$ cat src/hw/rtl/csvl_pkg.sv
package csvl_pkg;

  typedef enum logic [2:0] {
    MODE_BLANK  = 3'd0,
    MODE_FIELD  = 3'd1,
    MODE_QUOTED = 3'd2,
    MODE_QSEEN  = 3'd3,
    MODE_DELIM  = 3'd4
  } lex_mode_t;

  typedef enum logic [2:0] {
    TT_NONE    = 3'd0,
    TT_INT     = 3'd1,
    TT_FLOAT   = 3'd2,
    TT_STRING  = 3'd3,
    TT_ERROR   = 3'd4,
    TT_NEWLINE = 3'd5,
    TT_EOB     = 3'd6
  } tok_type_t;

  localparam logic KIND_CHAR = 1'b0;
  localparam logic KIND_TOKEN = 1'b1;

  localparam logic [7:0] CH_COMMA   = 8'h2C;
  localparam logic [7:0] CH_NEWLINE = 8'h0A;
  localparam logic [7:0] CH_QUOTE   = 8'h22;
  localparam logic [7:0] CH_PLUS    = 8'h2B;
  localparam logic [7:0] CH_MINUS   = 8'h2D;
  localparam logic [7:0] CH_DOT     = 8'h2E;
  localparam logic [7:0] CH_ZERO    = 8'h30;
  localparam logic [7:0] CH_NINE    = 8'h39;
  localparam logic [7:0] CH_SPACE   = 8'h20;
  localparam logic [7:0] CH_BANG    = 8'h21;
  localparam logic [7:0] CH_TILDE   = 8'h7E;
  localparam logic [7:0] CH_NUL     = 8'h00;

  typedef struct packed {
    logic       saw_digit;
    logic [1:0] dot_count;
    logic       saw_other;
    logic       text_nonempty;
  } field_flags_t;

  typedef struct packed {
    logic       result_kind;
    logic [7:0] text_char;
    tok_type_t  token_type;
    logic       last_of_run;
  } lex_res_t;

  function automatic tok_type_t classify(field_flags_t f);
    tok_type_t t;
    if (f.saw_other || f.dot_count > 2'd1) begin
      t = TT_STRING;
    end else if (f.dot_count != 2'd0) begin
      t = f.saw_digit ? TT_FLOAT : TT_STRING;
    end else if (f.saw_digit) begin
      t = TT_INT;
    end else begin
      t = f.text_nonempty ? TT_STRING : TT_NONE;
    end
    return t;
  endfunction

  function automatic lex_res_t mk_res(logic kind, logic [7:0] ch, tok_type_t tt);
    lex_res_t r;
    r.result_kind = kind;
    r.text_char   = ch;
    r.token_type  = tt;
    r.last_of_run = 1'b0;
    return r;
  endfunction

endpackage

$ cat src/hw/rtl/csvl_if.sv
interface csvl_in_if;
  logic       valid;
  logic       ready;
  logic [7:0] data_byte;
  logic       buffer_end;

  modport source (output valid, output data_byte, output buffer_end, input ready);
  modport sink (input valid, input data_byte, input buffer_end, output ready);
endinterface

interface csvl_out_if;
  logic       valid;
  logic       ready;
  logic       result_kind;
  logic [7:0] text_char;
  logic [2:0] token_type;
  logic       last_of_run;

  modport source (output valid, output result_kind, output text_char,
                  output token_type, output last_of_run, input ready);
  modport sink (input valid, input result_kind, input text_char,
                input token_type, input last_of_run, output ready);
endinterface

$ cat src/hw/rtl/csv_field_lexer.sv
// csv_field_lexer: byte-stream lexer for comma-separated lines.
// in_if carries one buffer byte per transaction (data_byte), or an end-of-buffer
// mark (buffer_end = 1, byte ignored). out_if carries result transactions:
// a token character (result_kind 0) or a completed token with its type
// (result_kind 1); last_of_run flags the final result caused by one input.
// Each input gives zero, one or two results.
// out_if offers the head of the result queue. The lexer state updates in the
// accepting cycle and the results enter a 4-entry result queue, so a new byte
// can be taken every cycle while the queue has room; the sustained rate is one
// input per cycle while inputs give at most one result each and the receiver
// is ready, and the single-result output port sets the limit at one result
// per cycle otherwise.
// in_if.ready is high while the queue has room for two results. When the
// receiver stalls, queued results hold and input is taken until fewer than two
// entries are free, then in_if.ready drops.
// Reset (rst_n low, synchronous) empties the queue and returns the lexer to
// leading-blank skip with all field flags cleared.
module csv_field_lexer
  import csvl_pkg::*;
(
  input  logic       clk,
  input  logic       rst_n,
  csvl_in_if.sink    in_if,
  csvl_out_if.source out_if
);

  localparam int unsigned QDEPTH = 4;

  lex_mode_t    mode_r, mode_nxt;
  field_flags_t flags_r, flags_nxt;
  logic         since_r, since_nxt;

  lex_res_t     res_a [2];
  logic [1:0]   res_n;

  lex_res_t     q_r [QDEPTH];
  logic [1:0]   wr_ptr_r, rd_ptr_r;
  logic [2:0]   cnt_r, cnt_nxt;

  logic         accept, pop;
  logic [7:0]   c;
  logic         printable, graphic, is_digit;
  logic         do_field, do_keep, do_finish, do_tail, saw_nl;

  assign c         = in_if.data_byte;
  assign printable = (c >= CH_SPACE) && (c <= CH_TILDE);
  assign graphic   = (c >= CH_BANG) && (c <= CH_TILDE);
  assign is_digit  = (c >= CH_ZERO) && (c <= CH_NINE);

  assign in_if.ready = (cnt_r <= 3'(QDEPTH - 2));
  assign accept      = in_if.valid && in_if.ready;
  assign pop         = out_if.valid && out_if.ready;

  // per-byte lexing step
  always_comb begin
    mode_nxt  = mode_r;
    flags_nxt = flags_r;
    since_nxt = since_r;
    res_a[0]  = mk_res(KIND_CHAR, CH_NUL, TT_NONE);
    res_a[1]  = mk_res(KIND_CHAR, CH_NUL, TT_NONE);
    res_n     = 2'd0;
    do_field  = 1'b0;
    do_keep   = 1'b0;
    do_finish = 1'b0;
    do_tail   = 1'b0;
    saw_nl    = 1'b0;

    if (in_if.buffer_end) begin
      priority if (mode_r == MODE_QUOTED) begin
        res_a[0] = mk_res(KIND_TOKEN, CH_NUL, TT_ERROR);
        res_n    = 2'd1;
      end else if (mode_r == MODE_FIELD || mode_r == MODE_QSEEN) begin
        res_a[0] = mk_res(KIND_TOKEN, CH_NUL, classify(flags_r));
        res_n    = 2'd1;
      end else if (since_r) begin
        res_a[0] = mk_res(KIND_TOKEN, CH_NUL, TT_NONE);
        res_n    = 2'd1;
      end else begin
        res_n    = 2'd0;
      end
      res_a[res_n[0]] = mk_res(KIND_TOKEN, CH_NUL, TT_EOB);
      res_n     = res_n + 2'd1;
      mode_nxt  = MODE_BLANK;
      flags_nxt = '0;
      since_nxt = 1'b0;
    end else begin
      unique case (mode_r)
        MODE_FIELD: begin
          do_field = 1'b1;
        end
        MODE_QUOTED: begin
          if (c == CH_QUOTE) begin
            mode_nxt = MODE_QSEEN;
          end else begin
            do_keep = 1'b1;
          end
        end
        MODE_QSEEN: begin
          if (c == CH_QUOTE) begin
            flags_nxt.saw_other     = 1'b1;
            flags_nxt.text_nonempty = 1'b1;
            res_a[0] = mk_res(KIND_CHAR, c, TT_NONE);
            res_n    = 2'd1;
            mode_nxt = MODE_QUOTED;
          end else begin
            do_finish = 1'b1;
          end
        end
        MODE_DELIM: begin
          do_tail = 1'b1;
        end
        default: begin
          mode_nxt = MODE_BLANK;
          if (graphic || c == CH_NEWLINE) begin
            priority if (c == CH_QUOTE) begin
              mode_nxt = MODE_QUOTED;
            end else if (c == CH_PLUS || c == CH_MINUS) begin
              flags_nxt.text_nonempty = 1'b1;
              res_a[0] = mk_res(KIND_CHAR, c, TT_NONE);
              res_n    = 2'd1;
              mode_nxt = MODE_FIELD;
            end else begin
              mode_nxt = MODE_FIELD;
              do_field = 1'b1;
            end
          end
        end
      endcase

      if (do_field) begin
        if (printable && c != CH_QUOTE && c != CH_COMMA) begin
          do_keep = 1'b1;
        end else begin
          do_finish = 1'b1;
        end
      end

      if (do_keep) begin
        priority if (is_digit) begin
          flags_nxt.saw_digit = 1'b1;
        end else if (c == CH_DOT) begin
          if (flags_r.dot_count < 2'd2) begin
            flags_nxt.dot_count = flags_r.dot_count + 2'd1;
          end
        end else begin
          flags_nxt.saw_other = 1'b1;
        end
        flags_nxt.text_nonempty = 1'b1;
        res_a[0] = mk_res(KIND_CHAR, c, TT_NONE);
        res_n    = 2'd1;
      end

      if (do_finish) begin
        res_a[0]  = mk_res(KIND_TOKEN, CH_NUL, classify(flags_r));
        res_n     = 2'd1;
        flags_nxt = '0;
        mode_nxt  = MODE_DELIM;
        do_tail   = 1'b1;
      end

      if (do_tail) begin
        if (c == CH_COMMA) begin
          mode_nxt = MODE_BLANK;
        end else if (c == CH_NEWLINE) begin
          res_a[res_n[0]] = mk_res(KIND_TOKEN, CH_NEWLINE, TT_NEWLINE);
          res_n    = res_n + 2'd1;
          mode_nxt = MODE_BLANK;
          saw_nl   = 1'b1;
        end
      end

      since_nxt = !saw_nl;
    end

    res_a[0].last_of_run = (res_n == 2'd1);
    res_a[1].last_of_run = (res_n == 2'd2);
  end

  // result queue
  always_comb begin
    cnt_nxt = cnt_r;
    if (accept) begin
      cnt_nxt = cnt_nxt + {1'b0, res_n};
    end
    if (pop) begin
      cnt_nxt = cnt_nxt - 3'd1;
    end
  end

  always_ff @(posedge clk) begin
    if (!rst_n) begin
      mode_r   <= MODE_BLANK;
      flags_r  <= '0;
      since_r  <= 1'b0;
      wr_ptr_r <= '0;
      rd_ptr_r <= '0;
      cnt_r    <= '0;
    end else begin
      cnt_r <= cnt_nxt;
      if (accept) begin
        mode_r   <= mode_nxt;
        flags_r  <= flags_nxt;
        since_r  <= since_nxt;
        wr_ptr_r <= wr_ptr_r + res_n;
      end
      if (pop) begin
        rd_ptr_r <= rd_ptr_r + 2'd1;
      end
    end
  end

  always_ff @(posedge clk) begin
    if (accept && res_n != 2'd0) begin
      q_r[wr_ptr_r] <= res_a[0];
    end
    if (accept && res_n == 2'd2) begin
      q_r[wr_ptr_r + 2'd1] <= res_a[1];
    end
  end

  assign out_if.valid       = (cnt_r != 3'd0);
  assign out_if.result_kind = q_r[rd_ptr_r].result_kind;
  assign out_if.text_char   = q_r[rd_ptr_r].text_char;
  assign out_if.token_type  = q_r[rd_ptr_r].token_type;
  assign out_if.last_of_run = q_r[rd_ptr_r].last_of_run;

endmodule
$ cat src/flat_wrapper.sv
// flat-port wrapper written by rule: the top's interface ports become plain ports
module csv_field_lexer_flat import csvl_pkg::*;
  (clk, rst_n, in_if_valid, in_if_data_byte, in_if_buffer_end, in_if_ready, out_if_valid, out_if_result_kind, out_if_text_char, out_if_token_type, out_if_last_of_run, out_if_ready);
  csvl_in_if in_if_i ();
  csvl_out_if out_if_i ();
  input  logic clk;
  input  logic rst_n;
  input wire logic [$bits(in_if_i.valid)-1:0] in_if_valid;
  input wire logic [$bits(in_if_i.data_byte)-1:0] in_if_data_byte;
  input wire logic [$bits(in_if_i.buffer_end)-1:0] in_if_buffer_end;
  output wire logic [$bits(in_if_i.ready)-1:0] in_if_ready;
  output wire logic [$bits(out_if_i.valid)-1:0] out_if_valid;
  output wire logic [$bits(out_if_i.result_kind)-1:0] out_if_result_kind;
  output wire logic [$bits(out_if_i.text_char)-1:0] out_if_text_char;
  output wire logic [$bits(out_if_i.token_type)-1:0] out_if_token_type;
  output wire logic [$bits(out_if_i.last_of_run)-1:0] out_if_last_of_run;
  input wire logic [$bits(out_if_i.ready)-1:0] out_if_ready;
  assign in_if_i.valid = in_if_valid;
  assign in_if_i.data_byte = in_if_data_byte;
  assign in_if_i.buffer_end = in_if_buffer_end;
  assign in_if_ready = in_if_i.ready;
  assign out_if_valid = out_if_i.valid;
  assign out_if_result_kind = out_if_i.result_kind;
  assign out_if_text_char = out_if_i.text_char;
  assign out_if_token_type = out_if_i.token_type;
  assign out_if_last_of_run = out_if_i.last_of_run;
  assign out_if_i.ready = out_if_ready;
  csv_field_lexer u_core (.clk(clk), .rst_n(rst_n), .in_if(in_if_i), .out_if(out_if_i));
endmodule
$ cat config.mk
export PLATFORM = sky130hd
export DESIGN_NAME = csv_field_lexer_flat
export DESIGN_NICKNAME = d
export VERILOG_FILES = /design/src/hw/rtl/csvl_pkg.sv /design/src/hw/rtl/csvl_if.sv /design/src/hw/rtl/csv_field_lexer.sv /design/src/flat_wrapper.sv
export SDC_FILE = /design/constraint.sdc
export NUM_CORES = 1
export LEC_CHECK = 0
export BUFFER_PORTS_ARGS = -buffer_cell sky130_fd_sc_hd__buf_2
export CAP_MARGIN = 20
export CORE_MARGIN = 5
export CORE_UTILIZATION = 60
export CTS_BUF_LIST = sky130_fd_sc_hd__clkbuf_8
export CTS_CLUSTER_SIZE = 24
export DETAILED_ROUTE_END_ITERATION = 7
export GPL_TIMING_DRIVEN = 0
export PLACE_DENSITY_LB_ADDON = 0.25
export REMOVE_ABC_BUFFERS = 1
export SYNTH_ARGS = -nofsm -noshare
export SYNTH_HDL_FRONTEND = slang
export SYNTH_SLANG_ARGS = --single-unit
export TNS_END_PERCENT = 1
$ cat constraint.sdc
create_clock -name clk -period 4 [get_ports clk]
set_clock_uncertainty 0.05 [all_clocks]
set_input_delay 0.4 -clock clk [delete_from_list [all_inputs] [get_ports clk]]
set_output_delay 0.4 -clock clk [all_outputs]
set_load 0.03 [all_outputs]
### Yosys cells after proc, flatten, opt, wreduce, memory -nomap -nowiden

Memories as Yosys holds them, arrays and structs flattened. A register that Yosys moved wholly into a read port is not among the register bits.
Index checks and enable logic that the tools add are counted.

* add/subtract/negate cells: 8
* $lt $le $gt $ge: 12
* divide/modulo/power cells: 0
* reductions and logical operators: 31
* multiply operators: 0
* equal/unequal tests: 18
* multiplexer cells: 95
* shift operators: 0
* bitwise operators: 8

Operators with widths (count)
* 2-to-1 mux 13 bit: 11
* 2-to-1 mux 26 bit: 4
* 2-to-1 mux 3 bit: 14
* == test 8 x 6 -> 1 bit (second input constant): 5
* 2-to-1 mux 2 bit: 19
* 2-to-1 mux 1 bit: 35
* demux 13 bit (select 1 bit): 2
* case mux 13 bit (2 select lines): 1
* >= comparator 8 x 6 -> 1 bit (second input constant): 3
* 2-to-1 mux 12 bit: 2
* bitwise AND 20 bit: 1
* inverter 20 bit: 1
* bitwise AND 16 bit: 1
* != test 8 x 6 -> 1 bit (second input constant): 2
* inverter 16 bit: 1
* 2-to-1 mux 5 bit: 3
* nonzero test 3 bit: 5
* logical AND 1 bit: 11
* adder 2 x 1 -> 2 bit (second input constant): 5
* OR 10 bit: 1
* nonzero test 5 bit: 2
* case mux 3 bit (3 select lines): 1
* == test 8 x 4 -> 1 bit (second input constant): 1
* <= comparator 8 x 6 -> 1 bit (second input constant): 1
* 30 further kinds: 40

* memories: 1
* memory bits (writable): 52
* output and inout bits: 15
* bits in registers: 16
* bits in read-only memories: 0
* bits of input ports: 13
* latch bits: 0
* logic and storage cells: 182

Memory list
* u_core.q_r: depth 4, bits a word 13, rd ports 1, clocked after Yosys merged registers in 1, write ports 2, line csv_field_lexer.sv:36 `lex_res_t q_r [QDEPTH];`

### Longest topological paths before layout

Gate-level depths: netlist (run 1).

* depth in word-level cells: 23
* gate-level depth with buffers: 17
* mapped depth without buffers: 15

### Worst setup path before layout (run 1)

No wires, ideal clock.

* kind: input to register
* start: in in_if_data_byte[1]
* end: reg u_core.cnt_r[2]
* setup time: 0.115 ns
* arrival: 3.395 ns
* stages on the path: 16
* path slack: 0.440 ns
* data required time: 3.835 ns
* path buffers: 1
* path through: buf_6 > and4_1 > a41oi_2 > o21ai_0 > o21ai_0 > and3_1 > ha_1 > nand2_1 > a21oi_1 > ha_1 > fa_1 > mux2i_1 > ha_1 > nand2_1 > xor2_1 > and2_1

* longest elaborated chain between the ends: 21
* elaborated cells on any way between the ends: 49
* classes of those cells: 3 x add/sub; 3 x order compare; 7 x eq/ne; 30 x mux; 6 x reduce/logical

Ends and longest elaborated chain
* start: declaration: line flat_wrapper.sv:9 `input wire logic [$bits(in_if_i.data_byte)-1:0] in_if_data_byte;`
* parallel branches: the longest is 15 deep, another holds >= comparator 8 x 6 -> 1 bit
* 2-to-1 mux 2 bit (*): line csv_field_lexer.sv:161 `if (do_tail) begin`
* 2-to-1 mux 2 bit (*): line csv_field_lexer.sv:68 `if (in_if.buffer_end) begin`
* adder 3 x 2 -> 3 bit (*): line csv_field_lexer.sv:183 `cnt_nxt = cnt_nxt + {1'b0, res_n};`
* 2-to-1 mux 3 bit (*): line csv_field_lexer.sv:182 `if (accept) begin`
* subtractor 3 x 1 -> 3 bit: line csv_field_lexer.sv:186 `cnt_nxt = cnt_nxt - 3'd1;`
* 2-to-1 mux 3 bit (*): line csv_field_lexer.sv:185 `if (pop) begin`
* end signal: assignment: line csv_field_lexer.sv:199 `cnt_r <= cnt_nxt;`
* end: declaration: line csv_field_lexer.sv:38 `logic [2:0] cnt_r, cnt_nxt;`

Every way passes the cells marked *. The select of a mux whose other input is x is not followed.
A chain may end at the register's enable or synchronous reset.

### Final worst setup path (run 1)

Same ends and word-level chain as after synthesis.

==> results of run 1 <==
-- worst paths after layout --
path,from,endpoint,slack (ns)
max,in_if_data_byte[1],u_core.cnt_r[2],0.20
min,rst_n,u_core.mode_r[0],0.35
max reg2reg,u_core.mode_r[1],u_core.cnt_r[2],0.39
min reg2reg,u_core.q_r[2][8],u_core.q_r[2][8],0.41
-- cell usage in the layout (no fill, tap or decap), drive strengths merged, types with 4 or more instances in the layout --
cell type,n
a211oi,4
a21o,4
a21oi,12
a22o,4
and2,11
and3,6
buf,28
clkbuf,9
dfxtp,42
edfxtp,28
ha,7
inv,13
mux2i,27
mux4,13
nand2,53
nand2b,5
nand3,10
nand4,6
nor2,14
nor2b,7
nor3,9
o21ai,37
or3,8
-- through the flow --
step                utilization (%)  setup WS, ns  setup TNS [ns]  power (W)  std cells
floorplan                         -        0.5033               0   0.001541        367
global placement              64.33       -0.1353         -0.1353   0.001716        471
detailed placement            64.33       -0.2821         -0.8441   0.001752        471
CTS                           66.88       0.08697               0   0.002244        487
global route                  67.00       0.02833               0   0.002349        488
finish                        67.00        0.2039               0   0.002237        488
-- cell type report --
type | count | area, um2
multi-input combinational | 287 | 2181
fill | 515 | 2120
sequential | 70 | 1682
timing repair buffer | 28 | 142.6
clock buffer | 9 | 123.9
tap | 77 | 96.34
clock inverter | 7 | 40.04
inverter | 10 | 37.54
-- layer usage --
metal | vias up | wire, um | track usage (%) | part of all wire [%]
li1 | 1482 | - | - | -
met1 | 1463 | 3901 | 27.97 | 44
met2 | 89 | 4394 | 36.52 | 49
met3 | 20 | 404 | 3.928 | 4.5
met4 | 0 | 225 | 9.282 | 2.5
met5 | - | 0 | 0 | 0
-- registers in the layout, summed over array words and instances (netlist names), named ones only --
name,flops
u_core.since_r,1
u_core.flags_r,5
u_core.cnt_r,3
u_core.rd_ptr_r,2
u_core.wr_ptr_r,2
u_core.q_r,52
u_core.mode_r,3
-- repair_timing --
action / CTS / global route
endpoints found under the setup margin: 0 / 1
endpoints found under the hold margin: 0 / 0
setup buffers: 0 / 1
-- power by group --
group | internal [W] | switching, W
Clock | 0.000221 | 0.000283
Combinational | 0.000315 | 0.000466
Sequential | 0.000853 | 0.0000985
Total | 0.00139 | 0.000847
-- cells by family after synthesis --
group / Yosys count
and+or+nand+nor: 144
AOI/OAI and AO/OA: 89
DFF: 70
muxes: 40
buffers and inverters: 25
adders and majority gates: 8
xor gates and xnor gates: 6
-- critical path: cells and delay by family --
kind / cells / cell delay [ns]
adders and majority gates: 4 / 1.22
and+or+nand+nor: 5 / 0.80
muxes: 1 / 0.24
AOI/OAI and AO/OA: 4 / 1.00
xor gates and xnor gates: 1 / 0.16
buffers and inverters: 1 / 0.17
==> reports/metrics.yaml, run 1 <==
reg2reg_depth: 12
synthArstFlopShare_pct: 0
rsz0062_at_grt: "false"
synth_compound_area_share_pct: 16.16
cts.clk_slew.worst_paths_ns: 0.08
critPathCaptureType: "flip-flop"
die_h_um: 91.75
nNetsFinal: 427
clockBufferDepth: 2
drt_iter0_drc: 249
grt_pass1_vias: 2923
syn_area_per_cell_um2: 10.50
path_max_fanout: 10
synth_most_common_cell: "nand2_1"
slew_violations: 0
synth_mux_area_share_pct: 14.04
slowest_delay_ns: 0.40
crit_top_cell: "ha_1"
syn2layout_area_growth_pct: 7.301
slew_headroom_pct: 37.86
synthesis.instances: 382
detail-route-antenna-nets: 0
crit_type: "primary input to flip-flop"
overflow: 0
drc: 0
cts_made_buffers: 9
outcome: "finished, final reports clean"
worstPathArrival_ns: 4.00
drive_gt1_share_pct: 20.92
vias: 3054
port_buffers: 27
dieArea_um2: 8418
die_x_um: 91.75
grt_pass1_wl_mm: 14.52
p_per_area_nw_per_um2: 519.8
viasPerCell: 6.258
crit_chain: "buf_2 > and4_1 > a41oi_2 > o21ai_0 > o21ai_0 > and3_1 > ha_1 > nand2_1 > a21oi_1 > ha_1 > fa_1 > mux2i_1 > ha_1 > nand2_1 > xor2_1 > and2_1"
hpwlAfterDp_mm: 6.635
worstHoldPathCells: 2
synth-edff-count: 28
critPathSlowestCell: "fa_1"
start_util_pct: 62.44
period_minus_slack_ns: 3.796
start_kind: "primary input"
synthFlopType: "dfxtp_1"
synthSimpleGateAreaFrac_pct: 20.19
setup_viol_count_final: 0
htreeDepth: 3
synth-xor-area-share_pct: 1.310
tightestPinTransition_ns: 0.9308
core_um2: 6422
diodes: 0
synth_area_leaders: "dfxtp_1, edfxtp_1, mux4_2, mux2i_1, nand2_1"
hold_ws_ns: 0.3541
tritoncts: "built"
cts-hold-fix-buffers: 0
num_rows: 29
io_pins: 28
grt_max_degree: 19
drv_cap: 0
hold_viol: 0
yosysTopAreaCell: "dfxtp_1"
leakage_nw: 1.691
yosysSeqAreaShare_pct: 41.93
synth_fa_ha_area_share_pct: 2.683
synth_top_area_share_pct: 20.97
ctsResizeCount: 0
clk_root_buffer_cell: "clkbuf_8"
cts.sinks: 70
antenna_found_initial: 0
ir_worst_vdd_mv: 0.4723
period_share_pct: 94.90
ys_ff_latch: 70
fmax_mhz: 263.4
finalWirelength_mm: 8.925
dr.pass1.iters: 5
dpl-instance-area_um2: 4131
finalInstanceArea_um2: 4303
cp.required_ns: 4.21
synth_top_family_by_area: "simple AND/OR/NAND/NOR gates"
clk_latency_ns: 0.36
netlist-cell-type-count: 67
ys_warn_count: 0
gp_congestion: 0.9203
min_path_type: "primary input to flip-flop"
wl_per_cell_um: 18.29
syn_area_um2: 4010
synth_common_cells: "nand2_1, dfxtp_1, o21ai_0"
track_usage_pct: 21.87
(Power assumes the default switching activity.)
==> inputs of run 2 (changes only) <==
==> constraint.sdc (replaced) <==
create_clock -name clk -period 4 [get_ports clk]
set_clock_uncertainty 0.05 [all_clocks]
set_input_delay 0.8 -clock clk [delete_from_list [all_inputs] [get_ports clk]]
set_output_delay 0.8 -clock clk [all_outputs]
set_load 0.03 [all_outputs]
==> run 2 against run 1 <==
Compared with the run above:
- fmax down 2.1%
- clock power is essentially flat
- die area did not move
- highest routed layer unchanged
- count of clock-buffer cells in the layout unchanged
- core utilization rose by 0.66 points
- global-route usage is essentially flat
- largest power group unchanged
==> reports/metrics.yaml, run 2 (synthesis gave the netlist of run 1 again) <==
htreeDepth: 3  # unchanged
min_path_type: "flip-flop to flip-flop"
viasPerCell: 6.295  # +0.59%
antenna_found_initial: 0  # unchanged
clockBufferDepth: 2  # unchanged
dr.pass1.iters: 5  # unchanged
track_usage_pct: 21.90  # +0.035 points
cts.clk_slew.worst_paths_ns: 0.08  # about the same
vias: 3072  # +0.59%
die_h_um: 91.75  # unchanged
slew_headroom_pct: 37.40  # -0.46 points
rsz0062_at_grt: "false"
nNetsFinal: 427  # unchanged
critPathCaptureType: "flip-flop"
fmax_mhz: 257.9  # -2.1%
cts.sinks: 70  # unchanged
cts_made_buffers: 9  # unchanged
start_util_pct: 62.44  # unchanged
dpl-instance-area_um2: 4131  # unchanged
top_regs: "u_core.q_r: 52 flops, u_core.flags_r: 5 flops"
dieArea_um2: 8418  # unchanged
grt_pass1_vias: 2931  # +0.27%
slew_violations: 0  # unchanged
clkPwrFrac_pct: 22.3  # -0.2 points
drive_gt1_share_pct: 22.87  # +1.9 points
leakage_nw: 1.688  # -0.13%
worstPathArrival_ns: 4.08  # +0.08 ns
cts-hold-fix-buffers: 0  # unchanged
crit_family: "adder cells"
drc: 0  # unchanged
p_per_area_nw_per_um2: 518.0  # -0.35%
slowest_delay_ns: 0.41  # about the same
wl_per_cell_um: 18.37  # +0.46%
gp_congestion: 0.9203  # unchanged
num_rows: 29  # unchanged
core_um2: 6422  # unchanged
grt_max_degree: 19  # unchanged
crit_chain: "buf_2 > and4_1 > a41oi_4 > o21ai_1 > o21ai_1 > and3_2 > ha_4 > nand2_1 > a21oi_2 > ha_1 > fa_1 > mux2i_2 > ha_1 > nand2_1 > xor2_1 > and2_1"
crit_buf_inv: 1  # unchanged
clk_root_buffer_cell: "clkbuf_8"
total_power_w: 0.002251  # +0.64%
drv_cap: 0  # unchanged
period_share_pct: 96.95  # +2.1 points
detail-route-antenna-nets: 0  # unchanged
setup_viol_count_final: 0  # unchanged
tritoncts: "built"
overflow: 0  # unchanged
period_minus_slack_ns: 3.878  # +0.08207 ns
die_x_um: 91.75  # unchanged
hold_viol: 0  # unchanged
finalWirelength_mm: 8.966  # +0.46%
switching_share_pct: 37.88  # about the same
crit_type: "primary input to flip-flop"
p_switching_w: 0.0008526  # +0.60%
power_frac_seq_pct: 42.3  # -0.3 points
mostFrequentLayoutCells: "nand2_1, dfxtp_1, o21ai_0"
critPathSlowestCell: "fa_1"
fillers: 508  # -1.4%
clk_latency_ns: 0.36  # about the same
tightestPinTransition_ns: 0.9292  # -0.001694 ns
power.internal_w: 0.001398  # +0.66%
top_register: "u_core.q_r"
hold_ws_ns: 0.4105  # +0.05645 ns
diodes: 0  # unchanged
power_frac_comb_pct: 35.4  # +0.5 points
syn2layout_area_growth_pct: 8.362
seq_area_um2: 1682  # unchanged
multiInputGateArea_um2: 2223  # +2.0%
path_max_fanout: 10  # unchanged
port_buffers: 27  # unchanged
cp.required_ns: 4.20  # about the same
hpwlAfterDp_mm: 6.635  # unchanged
ir_worst_vdd_mv: 0.4733  # +0.20%
drt_iter0_drc: 289  # +16%
io_pins: 28  # unchanged
final_common_cell: "nand2_1"
finalInstanceArea_um2: 4345  # +0.99%
largest_register_ffs: 52  # unchanged
outcome: "finished, final reports clean"
grt_pass1_wl_mm: 14.55  # +0.14%
start_kind: "primary input"
[run 2: cell types whose count changed in the layout (fill, tap and decap cells not counted), moves of 3 or more]
cell	before	now
nand2_2	1	4
o21ai_0	33	30
nand2_1	52	49
o21ai_1	4	7
[run 2: worst reg2reg max path: cells and delay by family (launching register included)]
kind | cells | cell delay (ns)
XOR/XNOR | 1 | 0.16
multiplexers | 1 | 0.22
adder cells (fa/ha/maj) | 3 | 0.83
AO/OA/AOI/OAI | 2 | 0.99
buffers and inverters | 1 | 0.23
flip-flops | 1 | 0.39
AND/OR/NAND/NOR | 4 | 0.58
[run 2: cell type report]
type,count,share of cell area [%]
well taps,77,2.217
multi-input cells,287,51.17
flip-flops and latches,70,38.70
clock inverters,7,0.9214
clock buffers,9,2.851
inverters,10,0.8638
repair buffers,28,3.282
[run 2: final timing paths]
| check | startpoint | endpoint | slack, ns | cells after the start |
|---|---|---|---|---|
| setup / recovery | in_if_data_byte[1] | u_core.cnt_r[2] | 0.12 | 16 |
| setup reg to reg | u_core.mode_r[1] | u_core.cnt_r[2] | 0.45 | 12 |
| hold / removal | u_core.q_r[2][8] | u_core.q_r[2][8] | 0.41 | 2 |
| hold reg to reg | u_core.q_r[2][8] | u_core.q_r[2][8] | 0.41 | 2 |
[run 2: per-layer routing]
metal | global-route usage (%) | vias up | share of wire (%)
met3 | 3.928 | 23 | 4.4
met2 | 36.52 | 97 | 49
met4 | 9.282 | 0 | 2.6
met1 | 28.08 | 1472 | 44
met5 | 0 | - | 0
li1 | - | 1480 | -
[run 2: per-stage QoR]
stage | setup TNS, ns | utilization, % | setup WS (ns) | std cells
final | 0 | 67.66 | 0.1218 | 488
after global routing | 0 | 67.66 | 0.003848 | 488
after CTS | 0 | 67.31 | 0.02038 | 488
after detailed placement | -14.62 | 64.33 | -0.6821 | 471
after global placement | -11.86 | 64.33 | -0.5353 | 471
after floorplan | 0 | - | 0.1033 | 367
[run 2: power by group through the flow]
stage / clock network, W / logic [W] / registers, W
after floorplan: 0 / 0.000602 / 0.000939
after global placement: 0 / 0.000754 / 0.000963
after detailed placement: 0 / 0.000784 / 0.000968
after CTS: 0.000504 / 0.000796 / 0.000954
after global routing: 0.000532 / 0.000863 / 0.000969
final: 0.000503 / 0.000797 / 0.000952
[run 2: what timing repair did]
action	in CTS	in global routing
resized for setup	5	8
cloned	0	0
pin swaps	1	1
buffers inserted	1	0
setup endpoints to repair	29	30
==> inputs of run 3 (changes only) <==
--- a/config.mk
+++ b/config.mk
@@ -15,6 +15,7 @@
 export GPL_TIMING_DRIVEN = 0
 export PLACE_DENSITY_LB_ADDON = 0.25
 export REMOVE_ABC_BUFFERS = 1
+export SETUP_SLACK_MARGIN = 0.3
 export SYNTH_ARGS = -nofsm -noshare
 export SYNTH_HDL_FRONTEND = slang
 export SYNTH_SLANG_ARGS = --single-unit
==> run 3 against run 2 <==
Compared with the run above:
- register-to-register slack better by 0.07 ns
- core utilization grew 2.4 points
- critical endpoint unchanged
- non-clock buffer count increased by 12
- final cell count rose by 2.5%
- largest cell class unchanged
- hold slack barely moved
- critical path depth is 1 lower
- routed wire length increased by 2.9%
- setup slack improved by 0.25 ns
==> reports/metrics.yaml, run 3 (synthesis gave the netlist of run 1 again) <==
leakage_nw: 1.759  # +4.2%
drive_gt1_share_pct: 26.95  # +4.1 points
detail-route-antenna-nets: 0  # unchanged
reg2reg_depth: 13  # +1
grt_max_degree: 19  # unchanged
finalInstanceArea_um2: 4502  # +3.6%
drt_iter0_drc: 232  # -20%
tightestPinTransition_ns: 0.9374  # +0.008248 ns
start_kind: "primary input"
dr.pass1.iters: 5  # unchanged
core_um2: 6422  # unchanged
min_path_type: "flip-flop to flip-flop"
outcome: "finished, final reports clean"
top_regs: "u_core.q_r: 52 flops, u_core.flags_r: 5 flops"
dieArea_um2: 8418  # unchanged
drv_cap: 0  # unchanged
cts.clk_slew.worst_paths_ns: 0.08  # about the same
fmax_mhz: 275.4  # +6.8%
num_rows: 29  # unchanged
dp.cells: 471  # unchanged
finalWirelength_mm: 9.230  # +2.9%
die_x_um: 91.75  # unchanged
setup_viol_count_final: 0  # unchanged
rsz0062_at_grt: "false"
start_util_pct: 62.44  # unchanged
diodes: 0  # unchanged
clockBufferDepth: 2  # unchanged
dpl-instance-area_um2: 4131  # unchanged
period_share_pct: 90.79  # -6.2 points
fin_ws_ns: 0.3685  # +0.2467 ns
overflow: 0  # unchanged
hold_ws_ns: 0.4108  # +0.0002730 ns
gp_congestion: 0.9203  # unchanged
hpwlAfterDp_mm: 6.635  # unchanged
largest_register_ffs: 52  # unchanged
viasPerCell: 6.300  # about the same
mostFrequentLayoutCells: "nand2_1, dfxtp_1, o21ai_0"
clk_root_buffer_cell: "clkbuf_8"
slew_headroom_pct: 37.09  # -0.31 points
critPathCaptureType: "flip-flop"
critPathCapture: "u_core.cnt_r[2]"
r2r_setup_slack_ns: 0.52  # +0.07 ns
cts.sinks: 70  # unchanged
slew_violations: 0  # unchanged
cts_made_buffers: 9  # unchanged
die_h_um: 91.75  # unchanged
grt_pass1_vias: 2935  # +0.14%
fin_cells: 500  # +2.5%
syn2layout_area_growth_pct: 12.26
worstHoldPathCells: 2  # unchanged
final_common_cell: "nand2_1"
p_per_area_nw_per_um2: 509.2  # -1.7%
grt_pass1_wl_mm: 14.66  # +0.80%
drc: 0  # unchanged
final_util_pct: 70.10  # +2.4 points
ir_worst_vdd_mv: 0.4952  # +4.6%
cts-hold-fix-buffers: 0  # unchanged
antenna_found_initial: 0  # unchanged
path_max_fanout: 7  # -3
crit_start: "in_if_data_byte[0]"
worstPathArrival_ns: 3.84  # -0.24 ns
tritoncts: "built"
port_buffers: 27  # unchanged
hold_viol: 0  # unchanged
vias: 3150  # +2.5%
top_register: "u_core.q_r"
cp.required_ns: 4.21  # about the same
track_usage_pct: 22.03  # +0.12 points
crit_type: "primary input to flip-flop"
dp_slack_ns: -0.6821  # unchanged
timing.rr.start: "u_core.mode_r[1]"
io_pins: 28  # unchanged
clk_latency_ns: 0.36  # about the same
wl_per_cell_um: 18.46  # +0.47%
r2r-end: "u_core.cnt_r[2]"
period_minus_slack_ns: 3.631  # -0.2467 ns
htreeDepth: 3  # unchanged
nNetsFinal: 439  # +2.8%
## run 3: routing by layer
layer	share of wire, %	routed length [um]	track usage (%)	up-vias
met5	0	0	0	-
met4	3.1	288	9.282	0
met3	5.3	485	3.928	26
met2	49	4554	37.13	112
met1	42	3902	27.92	1508
li1	-	-	-	1504
## run 3: worst min path at each step
stage | start | end
3_3_place_gp | u_core.q_r[0][6] | u_core.q_r[0][6]
5_1_grt | u_core.q_r[1][11] | u_core.q_r[1][11]
6_report | u_core.q_r[2][9] | u_core.q_r[2][9]
3_5_place_dp | u_core.q_r[2][8] | u_core.q_r[2][8]
2_1_floorplan | u_core.q_r[2][10] | u_core.q_r[2][10]
4_1_cts | u_core.q_r[2][8] | u_core.q_r[2][8]
## run 3: what timing repair did
action / in CTS / in global routing
buffers inserted: 3 / 10
setup endpoints to repair: 39 / 30
resized for setup: 21 / 14
hold endpoints to repair: 0 / 0
pin swaps: 6 / 11
## run 3: per-stage QoR
stage	power (W)	TNS, ns
final	0.002292	0
after global routing	0.002406	0
after CTS	0.002267	0
after detailed placement	0.001752	-14.62
after global placement	0.001716	-11.86
after floorplan	0.001541	0
## run 3: power by group
group	switching (W)	leakage, nW	internal (W)	total (W)
sequential	0.000101	0.595	0.000853	0.000954
clock	0.000284	0.0886	0.000221	0.000504
combinational	0.000483	1.08	0.000351	0.000834
total	0.000867	1.76	0.00142	0.00229
## run 3: area by class of cell
cell class	instances	area, um2
clock buffer	9	123.9
clock inverter	7	40.04
fill	491	1921
inverter	10	37.54
multi-input combinational	287	2276
sequential	70	1682
tap	77	96.34
timing repair buffer	40	246.5
## run 3: critical path: stages
cell	delay, ns
buf_4	0.14
and4_4	0.20
a41oi_4	0.28
buf_4	0.17
o2111ai_4	0.21
a21o_4	0.31
a21oi_2	0.18
a21oi_4	0.09
ha_4	0.16
fa_1	0.46
mux2i_2	0.23
ha_2	0.22
nand2_1	0.06
xor2_1	0.16
and2_1	0.15
